--- config.mk ---
export PLATFORM = sky130hd
export DESIGN_NAME = bsw_div
export DESIGN_NICKNAME = d
export VERILOG_FILES = /design/src/hdl/bsw_pkg.sv /design/src/hdl/bsw_div.sv
export SDC_FILE = /design/constraint.sdc
export NUM_CORES = 1
export LEC_CHECK = 0
export BUFFER_PORTS_ARGS = -buffer_cell sky130_fd_sc_hd__buf_2
export CAP_MARGIN = 20
export CORE_ASPECT_RATIO = 1.25
export CORE_MARGIN = 2
export CORE_UTILIZATION = 50
export CTS_CLUSTER_SIZE = 20
export DETAILED_ROUTE_END_ITERATION = 12
export HOLD_SLACK_MARGIN = 0.1
export PLACE_DENSITY = 0.66
export SLEW_MARGIN = 5
export SYNTH_ARGS = -nofsm -noshare
export SYNTH_HDL_FRONTEND = slang
export SYNTH_SLANG_ARGS = --single-unit
--- constraint.sdc ---
create_clock -name clk -period 8.7 [get_ports clk]
set_input_delay 0.87 -clock clk [delete_from_list [all_inputs] [get_ports clk]]
set_output_delay 0.87 -clock clk [all_outputs]
set_load 0.005 [all_outputs]
--- src/hdl/bsw_pkg.sv ---
// bsw_pkg: shared widths, latencies, register codes and types of the bezier warp core
// no dependencies
`default_nettype none
package bsw_pkg;

  localparam int WFRAC       = 16;          // fraction bits of u, v and weights
  localparam int QB          = WFRAC + 1;   // quotient bits of u and v, up to 1.0
  localparam int PT_W        = 18;          // control point width, Q3.14
  localparam int CFG_W       = 13;
  localparam int CFG_IDX_W   = 1;
  localparam int COL_W       = 12;
  localparam int OUT_W       = 20;
  localparam int SUM_FRAC    = 46;
  localparam int SUM_W       = 56;
  localparam int NUM_POINTS  = 16;
  localparam int IDX_W       = 4;
  localparam int MAX_DIM_DEF = 4096;
  localparam int COORD_FRAC_DEF = 8;

  localparam int DIV_LAT  = QB;
  localparam int BERN_LAT = 3;
  localparam int MAC_LAT  = 3;   // products, then two adder levels

  localparam logic [CFG_IDX_W-1:0] REG_IMAGE_WIDTH  = 1'd0;
  localparam logic [CFG_IDX_W-1:0] REG_IMAGE_HEIGHT = 1'd1;

  typedef logic [QB-1:0] wgt_t;
  typedef wgt_t [3:0] wvec_t;
  typedef logic signed [SUM_W-1:0] sum_t;
  typedef logic signed [PT_W-1:0] pt_t;

  typedef struct packed {
    logic             vld;
    logic             pix;
    logic [IDX_W-1:0] idx;
    pt_t              px;
    pt_t              py;
  } meta_t;

  typedef struct packed {
    logic             we;
    logic [IDX_W-1:0] idx;
    pt_t              x;
    pt_t              y;
  } ld_t;

endpackage
`default_nettype wire

--- src/hdl/bsw_div.sv ---
// bsw_div: pipelined restoring divider, one quotient bit per stage
// depends on bsw_pkg
`default_nettype none
module bsw_div #(
  parameter int DW = 12
) (
  input  wire logic                        clk,
  input  wire logic                        en,
  input  wire logic [DW+bsw_pkg::QB-1:0]   num,
  input  wire logic [DW-1:0]               den,
  output      logic [bsw_pkg::QB-1:0]      quo
);
  import bsw_pkg::*;
  localparam int NW = DW + QB;

  logic [DW-1:0] rem_r [QB];
  logic [QB-1:0] q_r   [QB];
  logic [QB-1:0] low_r [QB];

  for (genvar k = 0; k < QB; k++) begin : g_st
    logic [DW-1:0] rin;
    logic [QB-1:0] lin;
    logic [QB-1:0] qin;
    logic [DW:0]   trial;
    if (k == 0) begin : g_first
      // top part of the numerator is already below the divisor
      assign rin = num[NW-1:QB];
      assign lin = num[QB-1:0];
      assign qin = '0;
    end else begin : g_next
      assign rin = rem_r[k-1];
      assign lin = low_r[k-1];
      assign qin = q_r[k-1];
    end
    assign trial = {rin, lin[QB-1-k]};
    always_ff @(posedge clk) begin
      if (en) begin
        if (trial >= {1'b0, den}) begin
          rem_r[k] <= DW'(trial - {1'b0, den});
          q_r[k]   <= {qin[QB-2:0], 1'b1};
        end else begin
          rem_r[k] <= trial[DW-1:0];
          q_r[k]   <= {qin[QB-2:0], 1'b0};
        end
        low_r[k] <= lin;
      end
    end
  end

  assign quo = q_r[QB-1];
endmodule
`default_nettype wire

# Word-level counts from Yosys, hierarchy flattened
# Memory sizes are Yosys's and may differ from the RTL's.
# Cells that the tools add are included.
dict set report op_classes {
  add_sub_neg 17
  magnitude_cmp 17
  mux 138
  bitwise 34
}
# cell count
set op_table {}
lappend op_table {{two-way mux 17 bit} 17}
lappend op_table {{>= comparator 13 x 12 -> 1 bit} 17}
lappend op_table {{two-way mux 12 bit} 17}
lappend op_table {{subtractor 12 bit} 17}
lappend op_table {{two-way mux 1 bit} 104}
lappend op_table {{OR 1 bit} 34}
dict set report totals {
  ff_bits 0
  ramBits 782
  inputBits 43
  out_inout_bits 17
  mem_count 3
}
# name depth width rd rd_ports_with_merged_regs wr line
set memory_table {}
lappend memory_table {low_r 17 17 16 0 17 bsw_div.sv:18} ;# logic [QB-1:0] low_r [QB];
lappend memory_table {q_r 17 17 17 0 17 bsw_div.sv:17} ;# logic [QB-1:0] q_r [QB];
lappend memory_table {rem_r 17 12 16 0 17 bsw_div.sv:16} ;# logic [DW-1:0] rem_r [QB];

# Longest topological paths before layout
# Gate-level depths: netlist of the first run.
# An unclocked memory read counts as a cell.
dict set report logic_depth {
  depth_word 6
  depth_mapped 11
  depth_no_buf 11
}

# Worst setup path before layout of the first run
# OpenSTA, ideal clock, no wires.
dict set report synth_path {
  path_type {input -> register}
  from {input den[1]}
  to {memory rem_r[1][10], data pin}
  setup_time_ns 0.260
  arrival_time_ns 3.847
  t_required_ns 8.440
  setup_slack_ns 4.593
  path_stages 10
  cell_sequence {inv_1 -> ha_1 -> nor2b_1 -> o31ai_1 -> a21oi_1 -> a221oi_2 -> o21ai_1 -> a21oi_2 -> buf_6 -> mux2_2}
}
# element line
set synth_rtl {}
lappend synth_rtl {{start: declaration} bsw_div.sv:10} ;# input wire logic [DW-1:0] den,
lappend synth_rtl {{end: declaration} bsw_div.sv:16}

==> results.sh, run 1 <==
export IMPL_post_cts_buffers=0
export IMPL_pwr_share_clk_pct=22.0
export IMPL_cts_tree="built"
export IMPL_worstHoldStart="q_r[11][5]"
export IMPL_fmax_mhz=256.1
export IMPL_grt_pass1_wl_mm=82.25
export IMPL_rows=92
export IMPL_min_path_type="reg2reg"
export IMPL_design_portCount=60
export IMPL_status="completed"
export IMPL_place_congestion=0.8473
export IMPL_seq_power_share_pct=39.8
export IMPL_worst_pin_slew_ns=1.078
export IMPL_cts_sinks=481
export IMPL_area_delta_synth_final_pct=10.27
export IMPL_min_period_over_period_pct=44.89
export IMPL_cap_violations=0
export IMPL_final_setup_tns_ns=0
export IMPL_initial_core_util_pct=50.65
export IMPL_grt_pass1_vias=15940
export IMPL_wirelength_mm=51.90
export IMPL_syn_num_nets=2204
export IMPL_worstPathCellList="buf_2 -> inv_1 -> ha_1 -> o21a_1 -> o31a_1 -> o21ai_1 -> o31ai_4 -> nor3b_1 -> nor2b_1 -> mux2_2"
export IMPL_ir_worst_vdd_mv=0.1928
export IMPL_initialDrtViolationCount=903
export IMPL_dr_pass1_iters=7
export IMPL_power_frac_comb_pct=38.2
export IMPL_port_buffers=59
export IMPL_synth_async_reset_ratio_pct=0
export IMPL_clk_path_buf_depth=3
export IMPL_ant_nets=0
export IMPL_cts_inserted_buffers=50
export IMPL_clk_latency_ns=0.60
export IMPL_whs_path_depth=0
export IMPL_cp_required_ns=9.04
export IMPL_h_tree_depth=2
export IMPL_layout_nets=2299
export IMPL_netSwitchingPower_uw=2957
export IMPL_path_depth=10
export IMPL_final_area_um2=28160
export IMPL_hold_buffers=0
export IMPL_r2r_end="rem_r[2][3]"
export IMPL_syn_instance_count=1941
export IMPL_synth_edf_count=480
export IMPL_setup_worst_path_class="in2reg"
export IMPL_layout_setup_ws_ns=4.795
export IMPL_clkTransAtPathRegs_ns=0.06
export IMPL_die_y_um=256.7
export IMPL_coreArea_um2=50420
export IMPL_yosys_warnings=0
export IMPL_cellPowerDensity_nw_per_um2=320.6
export IMPL_num_antenna_cells=0
export IMPL_via_per_inst=5.769
export IMPL_vias=15770
export IMPL_avgSynthCellArea_um2=13.16
export IMPL_final_setup_skew_ns=0.02591
export IMPL_finalSetupViolCount=0
export IMPL_power_uw=9028
export IMPL_rsz0062_at_grt="false"
export IMPL_critPathSlowestCell="nor2b_1"
export IMPL_p_int_uw=6072
export IMPL_reg2reg_depth=8
export IMPL_worst_ep_arrival_time_ns=4.25
export IMPL_cpPeakStageDelay_ns=0.83
export IMPL_die_area_um2=52910
export IMPL_placed_cell_area_um2=26620
export IMPL_seq_area_frac_synth_pct=56.52
export IMPL_antenna_found_initial=0
export IMPL_ys_ff_latch=481
export IMPL_wl_per_cell_um=18.99
export IMPL_grt_max_degree=82
export IMPL_reg2reg_from="rem_r[1][0]"
export IMPL_cp_end_kind="flop"
export IMPL_post_route_drc_count=0
export IMPL_n_fill_cell=4178
export IMPL_critPathTopFamily="simple AND/OR/NAND/NOR gates"
export IMPL_die_w_um=206.1
export IMPL_reg2reg_slack_ns=5.45
export IMPL_fin_crit_ns=3.905
export IMPL_synth_cell_types=71
export IMPL_post_dp_hpwl_mm=34.31
export IMPL_worstPathMaxFanout=17
export IMPL_p_leak_uw=0.01056
export IMPL_hold_viol_final=0
export IMPL_whs_ns=0.4124
export IMPL_post_cts_resized=0
export IMPL_grt_overflow_total=0
export IMPL_cp_start_kind="primary input"
export IMPL_hold_path_end="q_r[12][6]"
export IMPL_swShare_pct=32.75
export IMPL_post_place_ws_ns=4.080
export IMPL_synth_area_um2=25540
export IMPL_layout_drive_gt1_share_pct=16.00
export IMPL_root_buffer="clkbuf_16"
export IMPL_drv_slew=0
export IMPL_crit_buf_inv=2
export IMPL_synth_ff_type="edfxtp_1"
export IMPL_grt_total_usage_pct=19.98
export IMPL_slew_headroom_pct=28.07
-- cells by family (layout without fill, tap and decap cells) --
kind of cell,after synthesis,count (layout),share of synthesized area (%)
mux,163,163,7.242
flops,481,481,56.52
simple gates,377,377,7.335
buf+inv,130,264,2.136
fa+ha+maj,220,220,11.25
compound gates,444,444,11.20
xor+xnor,126,126,4.321
-- registers in the layout, summed over array words and instances (netlist names) --
signal  cells
low_r     136
q_r       153
rem_r     192
-- cell type report --
class	count	area, um2	area share [%]
Multi-Input combinational cell	1330	10560	37.49
Timing Repair Buffer	83	489.2	1.737
Clock buffer	58	1281	4.550
Sequential cell	481	14430	51.26
Inverter	90	337.8	1.200
Tap cell	658	823.3	2.924
Clock inverter	33	236.5	0.8398
-- how the worst max path moves through the flow --
stage | start | endpoint | slack (ns)
after floorplan | den[1] | rem_r[1][10] | 4.59
after global placement | den[3] | rem_r[12][6] | 4.17
after detailed placement | den[3] | rem_r[12][1] | 4.08
after CTS | den[3] | rem_r[12][8] | 4.70
after global routing | den[3] | rem_r[2][3] | 4.59
final | den[3] | rem_r[2][3] | 4.79
-- synthesized netlist by cell type, types with 13 or more instances --
master	number	area, um2
nor2_1	93	349.1
a21oi_1	131	655.6
nand4_1	17	106.4
nand3_1	33	165.2
clkbuf_1	25	93.84
mux2i_1	13	130.1
and2_1	24	150.1
edfxtp_1	480	14410
inv_1	89	334.1
o21a_1	16	120.1
nor2b_1	24	150.1
nor3_1	32	160.2
a21o_1	43	322.8
o21ai_0	99	495.5
fa_1	16	320.3
xnor2_1	74	648.1
a211oi_1	32	240.2
nand2_1	83	311.6
nand2b_1	18	112.6
xor2_1	52	455.4
o21bai_1	21	157.7
mux2_2	142	1599
ha_1	204	2552
-- cell usage in the layout, fill, tap and decap left out, types with 7 or more instances in the layout --
| cell type | count |
|---|---|
| edfxtp_1 | 480 |
| ha_1 | 204 |
| mux2_2 | 142 |
| a21oi_1 | 131 |
| o21ai_0 | 99 |
| nor2_1 | 93 |
| inv_1 | 88 |
| nand2_1 | 83 |
| xnor2_1 | 74 |
| buf_2 | 58 |
| xor2_1 | 52 |
| clkbuf_16 | 50 |
| a21o_1 | 43 |
| nand3_1 | 33 |
| a211oi_1 | 32 |
| nor3_1 | 32 |
| and2_1 | 24 |
| nor2b_1 | 24 |
| buf_4 | 23 |
| o21bai_1 | 21 |
| nand2b_1 | 18 |
| nand4_1 | 17 |
| o21a_1 | 16 |
| fa_1 | 16 |
| clkinv_1 | 15 |
| mux2i_1 | 13 |
| and3_1 | 12 |
| o31a_1 | 10 |
| o21ai_1 | 9 |
| o31ai_1 | 8 |
| nor3b_1 | 8 |
| mux2_4 | 8 |
| clkbuf_1 | 8 |
| nor4_1 | 7 |
| a31oi_1 | 7 |
| or2_2 | 7 |
| or3_1 | 7 |
| clkinv_2 | 7 |
-- power by group through the flow --
stage | registers (uW) | clock network [uW] | logic, uW
4_1_cts | 3600 | 2050 | 3450
3_3_place_gp | 3640 | 0 | 3310
3_5_place_dp | 3640 | 0 | 3420
2_1_floorplan | 3480 | 0 | 2810
6_report | 3590 | 1990 | 3450
5_1_grt | 3640 | 2140 | 3870
-- metal layers --
metal	part of all wire [%]	vias to the layer above	GRT usage [%]	routed length (um)
met5	0	-	0	0
li1	-	7610	-	-
met1	40	7694	23.53	20960
met2	51	333	35.06	26260
met3	4.0	131	3.228	2084
met4	5.0	0	9.940	2589
-- stage by stage --
stage                     util (%)  instances
after floorplan                  -       1941
after global placement       52.79       2639
after global routing         55.85       2733
after detailed placement     52.79       2639
after CTS                    55.80       2730
final                        55.85       2733
(Power assumes the default switching activity.)
==> run 2: changes to the inputs <==
- PLACE_DENSITY: 0.66 -> 0.69
- clock period: 8.7 -> 3.3 ns (I/O delays scaled with it)
==> results.sh, run 2 (synthesis results as in run 1) <==
export IMPL_cts_sinks=481
export IMPL_multi_input_area_um2=10570
export IMPL_post_route_util_pct=59.50
export IMPL_layout_nets=2489
export IMPL_post_place_ws_ns=-0.09077
export IMPL_cellPowerDensity_nw_per_um2=851.5
export IMPL_die_y_um=256.7
export IMPL_cp_required_ns=3.64
export IMPL_rsz0062_at_grt="false"
export IMPL_critPathSlowestCell="nor2b_1"
export IMPL_critPathTopFamily="simple AND/OR/NAND/NOR gates"
export IMPL_grt_overflow_total=0
export IMPL_initialDrtViolationCount=846
export IMPL_status="completed"
export IMPL_top_regs="rem_r: 192 flops, q_r: 153 flops, low_r: 136 flops"
export IMPL_antenna_found_initial=0
export IMPL_post_route_drc_count=0
export IMPL_vias=16510
export IMPL_rows=92
export IMPL_whs_path_depth=3
export IMPL_hold_viol_final=0
export IMPL_clk_latency_ns=0.61
export IMPL_ff_latch_area_um2=14430
export IMPL_design_portCount=60
export IMPL_cap_violations=0
export IMPL_drv_slew=0
export IMPL_cts_inserted_buffers=51
export IMPL_num_antenna_cells=0
export IMPL_finalSetupViolCount=0
export IMPL_grt_pass1_vias=16810
export IMPL_final_area_um2=30000
export IMPL_wirelength_mm=55.60
export IMPL_initial_core_util_pct=50.65
export IMPL_placed_cell_area_um2=28050
export IMPL_hold_path_end="rem_r[0][0]"
export IMPL_grt_total_usage_pct=21.29
export IMPL_max_flop_register="rem_r"
export IMPL_min_period_over_period_pct=92.07
export IMPL_post_dp_hpwl_mm=39.30
export IMPL_fin_crit_ns=3.038
export IMPL_final_setup_skew_ns=0.02314
export IMPL_area_delta_synth_final_pct=17.47
export IMPL_reg2reg_depth=9
export IMPL_wl_per_cell_um=19.02
export IMPL_critPathLaunch="rem_r[11][0]"
export IMPL_ir_worst_vdd_mv=0.4418
export IMPL_reg2reg_from="rem_r[11][0]"
export IMPL_worstPathCellList="ha_1 -> nor2b_1 -> o31a_1 -> o21ai_1 -> buf_4 -> o31ai_4 -> nor3b_1 -> nor2b_1 -> mux2_2"
export IMPL_via_per_inst=5.648
export IMPL_layout_drive_gt1_share_pct=22.16
export IMPL_h_tree_depth=2
export IMPL_n_fill_cell=3928
export IMPL_grt_max_degree=217
export IMPL_dr_pass1_iters=5
export IMPL_cts_tree="built"
export IMPL_clk_path_buf_depth=3
export IMPL_worstPathMaxFanout=11
export IMPL_whs_ns=0.1271
export IMPL_crit_top_cell="nor2b_1"
export IMPL_cp_end_kind="flop"
export IMPL_fmax_mhz=329.1
export IMPL_crit_buf_inv=1
export IMPL_p_leak_uw=0.01159
export IMPL_min_path_type="in2reg"
export IMPL_layout_setup_ws_ns=0.2617
export IMPL_grt_pass1_wl_mm=87.28
export IMPL_power_uw=25550
export IMPL_coreArea_um2=50420
export IMPL_clkTransAtPathRegs_ns=0.06
export IMPL_largest_reg_flops=192
export IMPL_slew_headroom_pct=30.03
export IMPL_final_common_cell="edfxtp_1"
export IMPL_cp_start_kind="flop"
export IMPL_final_cell_mix="edfxtp_1, ha_1, buf_4, mux2_2, a21oi_1"
export IMPL_r2r_end="rem_r[12][6]"
export IMPL_ant_nets=0
export IMPL_port_buffers=59
export IMPL_worst_pin_slew_ns=1.049
export IMPL_worst_ep_arrival_time_ns=3.38
export IMPL_die_w_um=206.1
export IMPL_die_area_um2=52910
export IMPL_root_buffer="clkbuf_16"
export IMPL_place_congestion=0.8887
export IMPL_reg2reg_slack_ns=0.26
export IMPL_setup_worst_path_class="reg2reg"
export IMPL_worstHoldStart="num[16]"
export IMPL_cpPeakStageDelay_ns=0.74
[run 2: cell types whose count changed in the layout (fill, tap and decap cells not counted), sizes merged, moves of 3 or more]
cell         delta
clkinvlp        +3
clkbuf          +3
bufinv          +5
clkinv          -8
dlygate4sd3    +26
buf           +163
[run 2: layout make-up]
type | instances | share of cell area [%]
Inverter | 90 | 1.139
Clock buffer | 61 | 4.450
Clock inverter | 31 | 1.159
Tap cell | 658 | 2.744
Multi-Input combinational cell | 1330 | 35.24
Timing Repair Buffer | 272 | 7.149
Sequential cell | 481 | 48.11
[run 2: stage by stage]
step	setup TNS [ns]	std cells
CTS	0	2923
detailed placement	-0.9738	2805
finish	0	2923
global route	0	2923
floorplan	-0.7280	1941
global placement	-0.5309	2805
[run 2: layer usage]
| metal | up-vias | global-route usage [%] | routed length [um] | part of all wire [%] |
|---|---|---|---|---|
| met5 | - | 0 | 0 | 0 |
| met3 | 169 | 3.152 | 2305 | 4.1 |
| met2 | 380 | 37.33 | 28130 | 51 |
| met4 | 0 | 11.03 | 3029 | 5.4 |
| li1 | 7985 | - | - | - |
| met1 | 7976 | 25.11 | 22140 | 40 |
[run 2: report_power, final]
part           leakage (uW)  total, uW  switching, uW  internal, uW
Sequential          0.00467       9440            751          8690
Combinational       0.00611      10300           5010          5330
Clock              0.000811       5760           2400          3370
[run 2: what timing repair did]
| action | CTS | global route |
|---|---|---|
| hold buffers | 26 | 0 |
| buffers inserted | 0 | 0 |
| resized for setup | 0 | 1 |
| setup endpoints to repair | 0 | 9 |
| endpoints found under the hold margin | 36 | 0 |
[run 2: worst max path at each step]
stage                               to  slack [ns]  cells after the start
after detailed placement  rem_r[2][10]       -0.09                     11
after floorplan           rem_r[3][10]       -0.04                     11
after global routing      rem_r[12][4]        0.03                      9
after CTS                  rem_r[2][5]        0.16                      9
after global placement     rem_r[2][1]       -0.05                     11
final                     rem_r[12][6]        0.26                      9
[run 2: worst reg2reg max path: stages (launching register included)]
cell	delay [ns]
edfxtp_1	0.43
ha_1	0.31
nor2b_1	0.15
o31a_1	0.25
o21ai_1	0.12
buf_4	0.15
o31ai_4	0.06
nor3b_1	0.16
nor2b_1	0.74
mux2_2	0.43
==> run 3: changes to the inputs <==
- CORE_ASPECT_RATIO: 1.25 -> default
- PLACE_DENSITY: 0.69 -> 0.66
- clock period: 3.3 -> 3.2 ns (I/O delays scaled with it)
==> results.sh, run 3 (synthesis results as in run 1) <==
export IMPL_drv_slew=0
export IMPL_worst_pin_slew_ns=0.9427
export IMPL_grt_overflow_total=0
export IMPL_ir_worst_vdd_mv=0.4583
export IMPL_cap_violations=0
export IMPL_stdcell_count=2853
export IMPL_final_cell_mix="edfxtp_1, ha_1, mux2_2, a21oi_1, o21ai_0"
export IMPL_max_flop_register="rem_r"
export IMPL_final_area_um2=29540
export IMPL_reg2reg_slack_ns=0.32
export IMPL_die_w_um=230.0
export IMPL_final_common_cell="edfxtp_1"
export IMPL_post_cts_resized=0
export IMPL_vias=15980
export IMPL_design_portCount=60
export IMPL_layout_nets=2399
export IMPL_post_route_drc_count=0
export IMPL_n_fill_cell=4016
export IMPL_grt_max_degree=144
export IMPL_die_area_um2=52900
export IMPL_cp_required_ns=3.56
export IMPL_grt_total_usage_pct=20.09
export IMPL_initialDrtViolationCount=930
export IMPL_cp_end_kind="flop"
export IMPL_clk_latency_ns=0.62
export IMPL_grt_pass1_vias=15920
export IMPL_whs_ns=0.2617
export IMPL_worst_ep_arrival_time_ns=3.25
export IMPL_largest_reg_flops=192
export IMPL_h_tree_depth=2
export IMPL_area_delta_synth_final_pct=15.68
export IMPL_layout_setup_ws_ns=0.3163
export IMPL_hold_viol_final=0
export IMPL_setup_worst_path_class="reg2reg"
export IMPL_placed_cell_area_um2=27430
export IMPL_clk_path_buf_depth=3
export IMPL_layout_drive_gt1_share_pct=19.35
export IMPL_die_y_um=230.0
export IMPL_post_dp_hpwl_mm=36.17
export IMPL_ant_nets=0
export IMPL_p_leak_uw=0.01124
export IMPL_min_period_over_period_pct=90.11
export IMPL_post_place_ws_ns=-0.02954
export IMPL_wirelength_mm=52.57
export IMPL_hold_buffers=29
export IMPL_num_antenna_cells=0
export IMPL_initial_core_util_pct=50.80
export IMPL_rsz0062_at_grt="false"
export IMPL_worstPathCellList="inv_1 -> ha_1 -> inv_1 -> fa_1 -> a21o_1 -> a221oi_1 -> o21ai_0 -> a21oi_1 -> o22a_1 -> o21ai_0 -> mux2_4"
export IMPL_fmax_mhz=346.8
export IMPL_critPathSlowestCell="fa_1"
export IMPL_place_congestion=0.8593
export IMPL_worstPathMaxFanout=2
export IMPL_cts_inserted_buffers=53
export IMPL_slew_headroom_pct=37.15
export IMPL_cellPowerDensity_nw_per_um2=877.6
export IMPL_status="completed"
export IMPL_wl_per_cell_um=18.42
export IMPL_final_setup_skew_ns=0.02063
export IMPL_fin_crit_ns=2.884
export IMPL_coreArea_um2=50270
export IMPL_rows=82
export IMPL_top_regs="rem_r: 192 flops, q_r: 153 flops, low_r: 136 flops"
export IMPL_cp_start_kind="flop"
export IMPL_dr_pass1_iters=5
export IMPL_cts_sinks=481
export IMPL_cts_tree="built"
export IMPL_port_buffers=59
export IMPL_cpPeakStageDelay_ns=0.41
export IMPL_via_per_inst=5.601
export IMPL_grt_pass1_wl_mm=83.99
export IMPL_antenna_found_initial=0
export IMPL_min_path_type="in2reg"
export IMPL_post_cts_buffers=0
export IMPL_place_inst=2724
export IMPL_finalSetupViolCount=0
export IMPL_clkTransAtPathRegs_ns=0.06
export IMPL_root_buffer="clkbuf_16"
run 3: changes by cell type in the layout (fill, tap and decap cells not counted), sizes merged:
cell         before  now
buf             246  151
clkinv           21   24
clkinvlp          4    7
dlygate4sd3      26   29
bufinv            6    7
inv              90   91
run 3: path summary, 6_finish.rpt:
check | startpoint | end | depth (start not counted)
max | low_r[0][47] | rem_r[3][10] | 11
min | num[28] | rem_r[0][11] | 5
max reg2reg | low_r[0][47] | rem_r[3][10] | 11
min reg2reg | q_r[9][0] | q_r[10][1] | 0
run 3: area by class of cell:
| class | instances | area [um2] | share of cell area (%) |
|---|---|---|---|
| tap | 672 | 840.8 | 2.846 |
| timing repair buffer | 180 | 1486 | 5.032 |
| clock inverter | 39 | 461.7 | 1.563 |
| inverter | 90 | 341.6 | 1.156 |
| sequential | 481 | 14430 | 48.86 |
| clock buffer | 61 | 1356 | 4.591 |
| multi-input combinational | 1330 | 10620 | 35.95 |
run 3: report_power, final:
part	leakage [uW]	switching (uW)	internal (uW)	total (uW)
Combinational	0.00570	4920	4980	9900
Sequential	0.00467	802	8960	9760
Clock	0.000872	2610	3660	6270
Total	0.0112	8340	17600	25900
run 3: per-stage QoR:
| stage | total power (uW) | util [%] | setup TNS [ns] |
|---|---|---|---|
| 2_1_floorplan | 17130 | - | -5.046 |
| 3_3_place_gp | 19390 | 54.57 | 0 |
| 3_5_place_dp | 19600 | 54.57 | -0.1618 |
| 4_1_cts | 26060 | 58.76 | 0 |
| 5_1_grt | 27580 | 58.76 | 0 |
| 6_report | 25930 | 58.76 | 0 |
run 3: worst max-delay path, delay by kind of cell, from the launching register on:
kind / cells / cell delay, ns
buffers and inverters: 2 / 0.18
adders and majority gates: 2 / 0.64
muxes: 1 / 0.25
AOI/OAI and AO/OA: 6 / 1.19
DFF: 1 / 0.38
run 3: per-layer routing:
| metal | share of wire (%) | global-route usage (%) | wire (um) |
|---|---|---|---|
| met1 | 46 | 27.01 | 23950 |
| met2 | 48 | 33.44 | 25000 |
| met3 | 3.7 | 3.051 | 1965 |
| met4 | 3.1 | 6.754 | 1651 |
| met5 | 0 | 0 | 0 |
